**src/rtl/nmea_pkg.sv**
```systemverilog
// ============================================================================
// nmea_pkg - shared types and constants for the NMEA sentence checker
// Character codes, frame limits, the frame-end record passed from the
// framer to the checker, and the hex digit decoder.
// ============================================================================
package nmea_pkg;

    // Character codes
    localparam logic [7:0] CH_DOLLAR = 8'h24;
    localparam logic [7:0] CH_STAR   = 8'h2A;
    localparam logic [7:0] CH_CR     = 8'h0D;
    localparam logic [7:0] CH_LF     = 8'h0A;

    // Frame limits
    localparam int          MAX_LEN_DEFAULT = 200;
    localparam logic [7:0]  MIN_LEN         = 8'd8;

    // Frame-end queue geometry
    localparam int Q_DEPTH = 2;
    localparam int Q_PTR_W = $clog2(Q_DEPTH);
    localparam int Q_CNT_W = $clog2(Q_DEPTH + 1);

    // Result status codes
    typedef enum logic [1:0] {
        ST_OK       = 2'd0,
        ST_MALFORM  = 2'd1,
        ST_BAD_HEX  = 2'd2,
        ST_MISMATCH = 2'd3
    } status_t;

    // Snapshot of a closed frame, taken when LF follows CR
    typedef struct packed {
        logic [7:0] len;       // bytes including '$', CR and LF
        logic [7:0] comp;      // XOR of bytes between '$' and '*'
        logic [7:0] star_byte; // byte five places before the end
        logic [7:0] hi_byte;   // first checksum digit
        logic [7:0] lo_byte;   // second checksum digit
    } frame_rec_t;

    // Decoded hex digit: invalid flag plus nibble
    typedef struct packed {
        logic       bad;
        logic [3:0] nib;
    } hex_dig_t;

    // Decode one ASCII hex digit, either case
    function automatic hex_dig_t hex_decode(input logic [7:0] c);
        hex_dig_t   d;
        logic [7:0] t;
        d.bad = 1'b0;
        d.nib = 4'd0;
        t     = 8'd0;
        if (c >= 8'h30 && c <= 8'h39) begin
            t     = c - 8'd48;
            d.nib = t[3:0];
        end else if (c >= 8'h61 && c <= 8'h66) begin
            t     = c - 8'h20 - 8'd55;
            d.nib = t[3:0];
        end else if (c >= 8'h41 && c <= 8'h46) begin
            t     = c - 8'd55;
            d.nib = t[3:0];
        end else begin
            d.bad = 1'b1;
        end
        return d;
    endfunction

endpackage

```
**src/rtl/nmea_framer.sv**
```systemverilog
// ============================================================================
// nmea_framer - byte framer front end
// Tracks the open sentence (length, CR flag, running XOR, last five bytes)
// one byte per cycle while q_full is low; pushes a frame record on CR LF.
// ============================================================================
module nmea_framer #(
    parameter int MAX_LEN = nmea_pkg::MAX_LEN_DEFAULT
) (
    input  logic                 clk,
    input  logic                 rst_n,
    input  logic                 in_valid,
    output logic                 in_ready,
    input  logic [7:0]           data_byte,
    input  logic                 q_full,
    output logic                 push,
    output nmea_pkg::frame_rec_t push_rec
);

    logic       in_frame_reg, in_frame_next;
    logic [7:0] count_reg, count_next;
    logic       cr_reg, cr_next;
    logic [7:0] xor_reg, xor_next;
    logic [7:0] win_reg [5];
    logic [7:0] win_next [5];

    logic accept;
    logic abort;
    logic open_frame;
    logic closes;

    localparam logic [7:0] MaxLen = 8'(MAX_LEN);

    assign in_ready   = !q_full;
    assign accept     = in_valid && in_ready;
    assign abort      = in_frame_reg && (count_reg >= MaxLen);
    assign open_frame = in_frame_reg && !abort;
    assign closes     = open_frame && (data_byte != nmea_pkg::CH_DOLLAR)
                        && (data_byte == nmea_pkg::CH_LF) && cr_reg;

    // Next frame state for the byte on the input
    always_comb
    begin
        in_frame_next = in_frame_reg;
        count_next    = count_reg;
        cr_next       = cr_reg;
        xor_next      = xor_reg;
        for (int k = 0; k < 5; k++)
        begin
            win_next[k] = win_reg[k];
        end
        if (accept)
        begin
            if (data_byte == nmea_pkg::CH_DOLLAR)
            begin
                // start or restart a sentence
                in_frame_next = 1'b1;
                count_next    = 8'd1;
                cr_next       = 1'b0;
                xor_next      = 8'd0;
                for (int k = 0; k < 5; k++)
                begin
                    win_next[k] = 8'd0;
                end
            end
            else if (open_frame && !closes)
            begin
                // advance the open sentence
                count_next = count_reg + 8'd1;
                cr_next    = (data_byte == nmea_pkg::CH_CR);
                xor_next   = xor_reg ^ data_byte;
                for (int k = 0; k < 4; k++)
                begin
                    win_next[k] = win_reg[k + 1];
                end
                win_next[4] = data_byte;
            end
            else
            begin
                // close, abort, or drop outside a sentence
                in_frame_next = 1'b0;
                count_next    = 8'd0;
                cr_next       = 1'b0;
                xor_next      = 8'd0;
                for (int k = 0; k < 5; k++)
                begin
                    win_next[k] = 8'd0;
                end
            end
        end
    end

    // Build the frame record from the window before the closing LF shifts in
    assign push               = accept && closes;
    assign push_rec.len       = count_reg + 8'd1;
    assign push_rec.comp      = xor_reg ^ win_reg[1] ^ win_reg[2]
                                ^ win_reg[3] ^ win_reg[4];
    assign push_rec.star_byte = win_reg[1];
    assign push_rec.hi_byte   = win_reg[2];
    assign push_rec.lo_byte   = win_reg[3];

    // Hold frame state
    always_ff @(posedge clk or negedge rst_n)
    begin
        if (!rst_n)
        begin
            in_frame_reg <= 1'b0;
            count_reg    <= 8'd0;
            cr_reg       <= 1'b0;
            xor_reg      <= 8'd0;
            for (int k = 0; k < 5; k++)
            begin
                win_reg[k] <= 8'd0;
            end
        end
        else
        begin
            in_frame_reg <= in_frame_next;
            count_reg    <= count_next;
            cr_reg       <= cr_next;
            xor_reg      <= xor_next;
            for (int k = 0; k < 5; k++)
            begin
                win_reg[k] <= win_next[k];
            end
        end
    end

endmodule

```
**src/rtl/nmea_frame_queue.sv**
```systemverilog
// ============================================================================
// nmea_frame_queue - frame record queue
// Small first-word-fall-through queue between framer and checker so each
// side stalls on its own.
// ============================================================================
module nmea_frame_queue (
    input  logic                 clk,
    input  logic                 rst_n,
    input  logic                 push,
    input  nmea_pkg::frame_rec_t push_rec,
    output logic                 full,
    input  logic                 pop,
    output logic                 head_valid,
    output nmea_pkg::frame_rec_t head_rec
);

    nmea_pkg::frame_rec_t mem [nmea_pkg::Q_DEPTH];

    logic [nmea_pkg::Q_PTR_W-1:0] wr_ptr_reg, wr_ptr_next;
    logic [nmea_pkg::Q_PTR_W-1:0] rd_ptr_reg, rd_ptr_next;
    logic [nmea_pkg::Q_CNT_W-1:0] cnt_reg, cnt_next;

    localparam logic [nmea_pkg::Q_CNT_W-1:0] QDepth = nmea_pkg::Q_CNT_W'(nmea_pkg::Q_DEPTH);
    localparam logic [nmea_pkg::Q_PTR_W-1:0] QLast  = nmea_pkg::Q_PTR_W'(nmea_pkg::Q_DEPTH - 1);

    logic do_push;
    logic do_pop;

    assign full       = (cnt_reg == QDepth);
    assign head_valid = (cnt_reg != '0);
    assign head_rec   = mem[rd_ptr_reg];
    assign do_push    = push && !full;
    assign do_pop     = pop && head_valid;

    // Advance pointers and fill count
    always_comb
    begin
        wr_ptr_next = wr_ptr_reg;
        rd_ptr_next = rd_ptr_reg;
        cnt_next    = cnt_reg;
        if (do_push)
        begin
            wr_ptr_next = (wr_ptr_reg == QLast) ? '0 : wr_ptr_reg + 1'b1;
        end
        if (do_pop)
        begin
            rd_ptr_next = (rd_ptr_reg == QLast) ? '0 : rd_ptr_reg + 1'b1;
        end
        if (do_push && !do_pop)
        begin
            cnt_next = cnt_reg + 1'b1;
        end
        else if (do_pop && !do_push)
        begin
            cnt_next = cnt_reg - 1'b1;
        end
    end

    always_ff @(posedge clk or negedge rst_n)
    begin
        if (!rst_n)
        begin
            wr_ptr_reg <= '0;
            rd_ptr_reg <= '0;
            cnt_reg    <= '0;
        end
        else
        begin
            wr_ptr_reg <= wr_ptr_next;
            rd_ptr_reg <= rd_ptr_next;
            cnt_reg    <= cnt_next;
        end
    end

    // Store records
    always_ff @(posedge clk)
    begin
        if (do_push)
        begin
            mem[wr_ptr_reg] <= push_rec;
        end
    end

endmodule

```
**src/rtl/nmea_checker.sv**
```systemverilog
// ============================================================================
// nmea_checker - frame check back end
// Judges the frame record at the queue head (length, star, hex digits,
// checksum) and holds the result in an output register.
// ============================================================================
module nmea_checker (
    input  logic                 clk,
    input  logic                 rst_n,
    input  logic                 head_valid,
    input  nmea_pkg::frame_rec_t head_rec,
    output logic                 pop,
    output logic                 out_valid,
    input  logic                 out_ready,
    output logic [1:0]           status,
    output logic [7:0]           frame_length,
    output logic [7:0]           computed_sum,
    output logic [7:0]           received_sum
);

    logic       valid_reg;
    logic [1:0] status_reg, status_next;
    logic [7:0] len_reg, len_next;
    logic [7:0] comp_reg, comp_next;
    logic [7:0] recv_reg, recv_next;

    nmea_pkg::hex_dig_t hi_dig;
    nmea_pkg::hex_dig_t lo_dig;
    logic               short_frame;
    logic [7:0]         recv_val;

    assign pop = head_valid && (!valid_reg || out_ready);

    assign hi_dig      = nmea_pkg::hex_decode(head_rec.hi_byte);
    assign lo_dig      = nmea_pkg::hex_decode(head_rec.lo_byte);
    assign short_frame = head_rec.len < nmea_pkg::MIN_LEN;
    assign recv_val    = {hi_dig.nib, lo_dig.nib};

    // Judge the head record
    always_comb
    begin
        status_next = nmea_pkg::ST_OK;
        len_next    = head_rec.len;
        comp_next   = 8'd0;
        recv_next   = 8'd0;
        if (short_frame || head_rec.star_byte != nmea_pkg::CH_STAR)
        begin
            status_next = nmea_pkg::ST_MALFORM;
            if (short_frame)
            begin
                len_next = nmea_pkg::MIN_LEN;
            end
        end
        else
        begin
            comp_next = head_rec.comp;
            if (hi_dig.bad || lo_dig.bad)
            begin
                status_next = nmea_pkg::ST_BAD_HEX;
            end
            else
            begin
                recv_next = recv_val;
                if (recv_val != head_rec.comp)
                begin
                    status_next = nmea_pkg::ST_MISMATCH;
                end
            end
        end
    end

    // Hold the result until taken
    always_ff @(posedge clk or negedge rst_n)
    begin
        if (!rst_n)
        begin
            valid_reg <= 1'b0;
        end
        else if (pop)
        begin
            valid_reg <= 1'b1;
        end
        else if (out_ready)
        begin
            valid_reg <= 1'b0;
        end
    end

    always_ff @(posedge clk)
    begin
        if (pop)
        begin
            status_reg <= status_next;
            len_reg    <= len_next;
            comp_reg   <= comp_next;
            recv_reg   <= recv_next;
        end
    end

    assign out_valid    = valid_reg;
    assign status       = status_reg;
    assign frame_length = len_reg;
    assign computed_sum = comp_reg;
    assign received_sum = recv_reg;

endmodule

```
**src/rtl/nmea_sentence_framer_checker_unit.sv**
```systemverilog
// ============================================================================
// nmea_sentence_framer_checker_unit - NMEA 0183 sentence framer and checker
// Input channel (in_valid/in_ready, data_byte) takes one received character
// per cycle while in_ready is high. '$' opens or restarts a sentence; bytes
// outside a sentence are dropped. An LF right after CR closes the sentence
// and yields one result on the output channel (out_valid/out_ready): status,
// frame_length, computed_sum and received_sum. A byte arriving once the
// sentence holds MAX_LEN bytes aborts it without a result.
// Throughput: one byte per cycle while the queue is not full. The frame
// record enters the queue at the edge that accepts the closing LF; out_valid
// rises when the checker pops it into its output register.
// When the receiver stalls, the output register holds its result and up to
// two more closed frames wait in the queue; in_ready drops only when that
// queue is full, so open sentences keep streaming meanwhile.
// Reset clears the frame state, empties the queue and drops any pending
// result; the block is ready as soon as reset is released.
// ============================================================================
module nmea_sentence_framer_checker_unit #(
    parameter int MAX_LEN = nmea_pkg::MAX_LEN_DEFAULT
) (
    input  logic       clk,
    input  logic       rst_n,
    input  logic       in_valid,
    output logic       in_ready,
    input  logic [7:0] data_byte,
    output logic       out_valid,
    input  logic       out_ready,
    output logic [1:0] status,
    output logic [7:0] frame_length,
    output logic [7:0] computed_sum,
    output logic [7:0] received_sum
);

    logic                 q_full;
    logic                 push;
    nmea_pkg::frame_rec_t push_rec;
    logic                 pop;
    logic                 head_valid;
    nmea_pkg::frame_rec_t head_rec;

    nmea_framer #(
        .MAX_LEN (MAX_LEN)
    ) u_framer (
        .clk       (clk),
        .rst_n     (rst_n),
        .in_valid  (in_valid),
        .in_ready  (in_ready),
        .data_byte (data_byte),
        .q_full    (q_full),
        .push      (push),
        .push_rec  (push_rec)
    );

    nmea_frame_queue u_queue (
        .clk        (clk),
        .rst_n      (rst_n),
        .push       (push),
        .push_rec   (push_rec),
        .full       (q_full),
        .pop        (pop),
        .head_valid (head_valid),
        .head_rec   (head_rec)
    );

    nmea_checker u_checker (
        .clk          (clk),
        .rst_n        (rst_n),
        .head_valid   (head_valid),
        .head_rec     (head_rec),
        .pop          (pop),
        .out_valid    (out_valid),
        .out_ready    (out_ready),
        .status       (status),
        .frame_length (frame_length),
        .computed_sum (computed_sum),
        .received_sum (received_sum)
    );

endmodule

```
**config.mk**
```make
export PLATFORM = sky130hd
export DESIGN_NAME = nmea_sentence_framer_checker_unit
export DESIGN_NICKNAME = d
export VERILOG_FILES = /design/src/rtl/nmea_pkg.sv /design/src/rtl/nmea_framer.sv /design/src/rtl/nmea_frame_queue.sv /design/src/rtl/nmea_checker.sv /design/src/rtl/nmea_sentence_framer_checker_unit.sv
export SDC_FILE = /design/constraint.sdc
export NUM_CORES = 1
export LEC_CHECK = 0
export BUFFER_PORTS_ARGS = -buffer_cell sky130_fd_sc_hd__buf_2
export CORE_UTILIZATION = 60
export CTS_CLUSTER_SIZE = 16
export DETAILED_ROUTE_END_ITERATION = 8
export GPL_TIMING_DRIVEN = 0
export PLACE_DENSITY = 0.78
export SLEW_MARGIN = 20
export SYNTH_ARGS = -nofsm -noshare
export SYNTH_HDL_FRONTEND = slang
export SYNTH_SLANG_ARGS = --single-unit
```
**constraint.sdc**
```tcl
create_clock -name clk -period 6.73 [get_ports clk]
set_input_delay 0 -clock clk [delete_from_list [all_inputs] [get_ports clk]]
set_output_delay 0 -clock clk [all_outputs]
set_load 0.02 [all_outputs]
```
Word-level counts from Yosys, hierarchy flattened:

Memory sizes are Yosys's and may differ from the RTL's.
Cells that the tools add are included.

* add/sub/neg operators: 13
* order comparisons: 14
* reduce and logical (&&, ||, !) cells: 33
* equal/unequal tests: 8
* bitwise gates (word level): 5
* mux-type cells: 34

Operators by type and width (count)
* 2-to-1 mux 32 bit: 2
* 2-to-1 mux 8 bit: 6
* XOR 8 bit: 5
* >= comparator 8 x 7 -> 1 bit (second input constant): 4
* <= comparator 8 x 7 -> 1 bit (second input constant): 4
* 2-to-1 mux 4 bit: 6
* logical AND 1 bit: 19
* equality test 8 x 4 -> 1 bit (second input constant): 2
* >= comparator 8 x 6 -> 1 bit (second input constant): 2
* <= comparator 8 x 6 -> 1 bit (second input constant): 2
* 2-to-1 mux 1 bit: 16
* != test 8 x 6 -> 1 bit (second input constant): 2
* subtractor 4 x 1 -> 4 bit (second input constant): 4
* subtractor 4 x 3 -> 4 bit (second input constant): 4
* adder 8 x 1 -> 8 bit (second input constant): 1
* equality test 8 x 6 -> 1 bit (second input constant): 1
* >= comparator 8 bit (second input constant): 1
* less-than comparator 8 x 4 -> 1 bit (second input constant): 1
* 2-to-1 mux 2 bit: 4
* != test 8 bit: 1
* logical NOT 1 bit: 6
* nonzero test 2 bit: 3
* logical OR 1 bit: 3
* adder 1 bit (second input constant): 2
* 6 further kinds: 6

* output and inout port bits: 28
* logic and storage cells: 124
* bits in registers: 81
* bits in writable memories: 80
* memories kept: 1
* bits of input ports: 12

Memories
* u_queue.mem: depth 2, width 40, read ports 1, clocked after memory_dff 0, wr ports 1, RTL line nmea_frame_queue.sv:17 `nmea_pkg::frame_rec_t mem [nmea_pkg::Q_DEPTH];`

Logic depth before layout (Yosys ltp):

* word-level depth: 13
* depth in mapped cells: 15
* mapped depth without buffers: 11

Cells and area by module:

From an unflattened synthesis, not the netlist that was laid out.

* cell total of the unflattened synthesis: 515
* area, all modules: 7468.4 sq um

Modules (own cells, without submodules)
* nmea_frame_queue: seq. area each 2502.4 sq um, instances 1, cells an instance 144, area an instance 3290.7 sq um
* nmea_framer: seq. area each 1251.2 sq um, instances 1, cells an instance 234, area an instance 2582.5 sq um
* nmea_checker: seq. area each 805.8 sq um, instances 1, cells an instance 137, area an instance 1595.3 sq um

Worst setup path before layout:

Ideal clock, no wire load.

* path type: register to register
* start: register u_queue.cnt_reg[0] (netlist name)
* end: memory u_queue.mem[0][0] (netlist name) (enable)
* library setup time: 537 ps
* data arrival time: 4791 ps
* buffers on the path: 0
* data required time: 6193 ps
* setup slack: 1402 ps
* period minus slack after synthesis: 5328 ps
* cell stages (with the launch flop): 4
* cell sequence: dfrtp_1 nand2b_1 nand2_1 nor4_1

* word-level cells in the longest chain between the ends: 7

RTL lines
* start: declaration: RTL line nmea_frame_queue.sv:21 `logic [nmea_pkg::Q_CNT_W-1:0] cnt_reg, cnt_next;`
* start signal: assignment: RTL line nmea_frame_queue.sv:71 `cnt_reg <= cnt_next;`
* equality test 2 bit (*): RTL line nmea_frame_queue.sv:29 `assign full = (cnt_reg == QDepth);`
* logical NOT 1 bit (*): RTL line nmea_framer.sv:33 `assign in_ready = !q_full;`
* named net in_ready: RTL line nmea_sentence_framer_checker_unit.sv:24 `output logic in_ready,`
* logical AND 1 bit: RTL line nmea_framer.sv:34 `assign accept = in_valid && in_ready;`
* logical AND 1 bit: RTL line nmea_framer.sv:93 `assign push = accept && closes;`
* logical AND 1 bit (*): RTL line nmea_frame_queue.sv:32 `assign do_push = push && !full;`
* 2-to-1 mux 1 bit (*): RTL line nmea_frame_queue.sv:78 `if (do_push)`
* 2-to-1 mux 1 bit (not written as such) (*): RTL line nmea_frame_queue.sv:80 `mem[wr_ptr_reg] <= push_rec;`
* end: declaration: RTL line nmea_frame_queue.sv:17

Mark *: on every way through the listed nets, which the timed path passes. The rest lies on a longest branch.

Final worst setup path:

* start: register u_queue.rd_ptr_reg
* end: register u_checker.status_reg[0] (netlist: u_checker.status[0]), data pin

* word-level cells in the longest chain between the ends: 9
* elaborated cells between the ends (all ways): 46
* those cells by class: 8 x add/sub; 13 x order compare; 2 x eq/ne; 14 x mux; 8 x reduce/logical; 1 x memory

RTL lines
* start: declaration: RTL line nmea_frame_queue.sv:20 `logic [nmea_pkg::Q_PTR_W-1:0] rd_ptr_reg, rd_ptr_next;`
* start signal: assignment: RTL line nmea_frame_queue.sv:70 `rd_ptr_reg <= rd_ptr_next;`
* memory (2 x 40 bit) (*)
* branches (longest 8 deep; another with subtractor 4 x 1 -> 4 bit)
* end signal: assignment: RTL line nmea_checker.sv:92 `status_reg <= status_next;`
* end: declaration: RTL line nmea_checker.sv:21 `logic [1:0] status_reg, status_next;`

Mark *: on every way between the ends.
A chain may end at the register's enable or synchronous reset.

==> qor.csv <==
stage;metric;value;unit
placed_design;io_buffer_count;39;
floorplan;dieArea;0.0127;mm^2
pwr;internal_power;1600;uW
timing;worst_slew_pin_slew;0.931;ns
placed_design;gp_congestion;0.925;
timing;clock_skew;0.0142;ns
routing;vias;5018;
routing;drt_first_pass_iters;6;
routing;drc;0;
pwr;peakVddDrop;0.199;mV
placed_design;post-place-ws;2.97;ns
pwr;combPwrFrac;0.016;
layout;n_fill_cell;812;
routing;ant_nets;0;
routing;wl_per_cell;18.3;um
timing;setup_slack;2.93;ns
floorplan;num_rows;40;
clock_tree;cts_root_buf;clkbuf_16;
worst_setup_path;critPathTopFamily;simple AND/OR/NAND/NOR gates;
worst_setup_path;path_class;flip-flop to flip-flop;
global_routing;grt_max_degree;56;
layout;regArea;0.00456;mm^2
clock_tree;path_clk_slew;0.06;ns
worst_setup_path;cpPeakStageDelay;0.45;ns
clock_tree;cts_setup_buffers;0;
pwr;p_sw_frac;0.196;
yosys;syn_area_per_cell;12.1;um^2
worst_setup_path;cp-start-kind;flip-flop;
yosys;yosys.area.top_type;edfxtp_1;
routing;via_per_inst;5.94;
timing;rsz0062_at_grt;no;
routing;routed_wl;15400;um
routing;dr.first_iter.drc_count;377;
layout;multi_input_area;0.00262;mm^2
yosys;synth.top_cell.area_share;0.432;
worst_setup_path;slowest_stage;mux2i_1;
global_routing;grtUsageTotal;0.262;
yosys;yosys_register_bits;161;
yosys;postSynthCellCount;610;
clock_tree;cts_buffers;17;
yosys;ys_warn_count;0;
timing;setup_viol;0;
layout;num_antenna_cells;0;
yosys;syn_nets;633;
clock_tree;h-tree-depth;4;
pwr;finalPower;1990;uW
yosys;ys_async_sr_fraction;0.342;
min_path;min_path_type;input pin to asynchronous set/reset pin;
timing;finalCritPeriodShare;0.564;
timing;final_hold_viol_count;0;
worst_setup_path;worstPathCellList;buf_6 -> buf_4 -> buf_2 -> mux2i_1 -> inv_1 -> ha_1 -> or2_1 -> a211oi_1 -> nor4_4 -> a2bb2oi_1 -> xor2_1 -> nor4_1 -> nand3_1 -> a21o_1;
pwr;sequentialPowerShare;0.526;
timing;drv_slew;0;
pwr;clock_power_share;0.458;
timing;max-slew-margin-rel;0.379;
status;run_status;finished clean;
floorplan;io_pins;40;
timing;fmax;263;MHz
timing;fin_tns_setup;0;ns
layout;syn_to_final_growth;15.0;%
layout;drive_gt1_frac;0.149;
floorplan;die_width;113;um
yosys;synth.area.top_cells;edfxtp_1 (43%), dfrtp_1 (19%), xnor2_1 (4.9%);
timing;min_period;3.80;ns
yosys;yosysMostFrequentCell;edfxtp_1;
yosys;synth_ff_type;edfxtp_1;
clock_tree;cts_buffer_depth;2;
worst_setup_path;required;6.90;ns
pwr;p_leak;0.00328;uW
yosys;yosysSeqAreaShare;0.619;
worst_setup_path;end_kind;flip-flop;
floorplan;die-height;113;um
floorplan;start_util;0.614;
yosys;synth_edf_count;106;
global_routing;grt_pass1_vias;4800;
layout;nets;708;
layout;largest-register;u_queue.mem;
placed_design;hpwlAfterDp;11200;um
worst_setup_path;worst-endpoint-arrival;3.97;ns
pwr;netSwitchingPower;391;uW
yosys;synth_common_cells;edfxtp_1 (106), nand2_1 (95), o21ai_0 (59);
global_routing;overflow;0;
pwr;power_density;235;mW/mm^2
worst_setup_path;crit_buf_inv;4;
clock_tree;clock-sinks;161;
worst_setup_path;cp_max_fo;10;
yosys;synth_area;0.00737;mm^2
layout;largest_reg_flops;80;
job;cap_violations;0;
yosys;ys_types;63;
floorplan;core_area;0.0120;mm^2
global_routing;antenna_found_initial;0;
global_routing;grt_pass1_wl;25000;um
worst_setup_path;ff2ff_setup_slack;2.93;ns
clock_tree;clock_latency;0.43;ns
clock_tree;cts_tree;yes;
==> per-stage QoR <==
stage / util / area [um^2] / hold WS [ns] / cells
6_report: 0.706 / 8480 / 0.159 / 845
5_1_grt: 0.706 / 8480 / 0.197 / 845
4_1_cts: 0.706 / 8480 / 0.160 / 845
3_5_place_dp: 0.650 / 7810 / 0.0854 / 803
3_3_place_gp: 0.645 / 7750 / 0.257 / 796
2_1_floorplan: - / 7370 / -0.296 / 610
==> cell families after synthesis <==
group / count (synthesis) / synth area share
fa+ha+maj: 11 / 0.0187
mux: 28 / 0.0394
compound gates: 115 / 0.0983
flops: 161 / 0.619
simple gates: 200 / 0.137
xor+xnor: 52 / 0.0618
buf+inv: 43 / 0.0265
==> layout make-up <==
cell class	count	share of cell area
inverter	20	0.00886
clock buffer	24	0.0574
buffer	23	0.0142
timing repair buffer	56	0.0413
multi-input combinational	406	0.309
sequential	161	0.538
clock inverter	8	0.00915
tap	147	0.0217
==> timing repair <==
item,CTS,global route
resized for setup,0,0
endpoints found under the hold margin,73,0
hold buffers,10,0
==> per-layer routing <==
metal | up-vias | GRT usage | routed length [um]
met5 | - | 0 | 0
met4 | 0 | 0.123 | 478
met3 | 34 | 0.0503 | 783
met2 | 189 | 0.413 | 7310
met1 | 2432 | 0.355 | 6860
li1 | 2363 | - | -
==> power groups by stage <==
stage	registers [uW]	clock network [uW]	logic (uW)
after floorplan	1070	0	11.2
after global placement	1070	0	26.7
after detailed placement	1070	0	27.5
after CTS	1050	919	32.1
after global routing	1050	962	35.5
final	1050	914	32.0
==> path summary, 6_finish.rpt <==
| path | cells after the start | end | startpoint |
|---|---|---|---|
| min reg2reg | 1 | u_queue.wr_ptr_reg$_DFFE_PN0P_ | u_queue.wr_ptr_reg$_DFFE_PN0P_ |
| min in group clk | 5 | u_framer.win_reg[7]$_DFFE_PN0P_ | in_valid |
| max reg2reg | 14 | u_checker.status[0]$_SDFFCE_PN1P_ | u_queue.rd_ptr_reg$_DFFE_PN0P_ |
| max | 14 | u_checker.status[0]$_SDFFCE_PN1P_ | u_queue.rd_ptr_reg$_DFFE_PN0P_ |
| max in group asynchronous | 2 | u_framer.push_rec[13]$_DFFE_PN0P_ | rst_n |
| min | 2 | u_framer.count_reg[4]$_DFFE_PN0P_ | rst_n |
==> cells in the final DEF, fill, tap and decap left out, types with 8 or more instances in the layout <==
cell type      netlist  final
a21oi_1              9      9
buf_2                3     46
clkbuf_1            14     18
clkbuf_16            0     18
dfrtp_1             55     55
dlygate4sd3_1        0     10
edfxtp_1           106    106
ha_1                11     11
inv_1               19     19
mux2_2               8      8
mux2i_1             20     20
nand2_1             95     95
nand3_1             12     12
nor2_1              34     34
o21ai_0             59     59
o31ai_1              8      8
xnor2_1             41     41
xor2_1              11     11
Note: power is estimated with default switching activity, not from simulation.
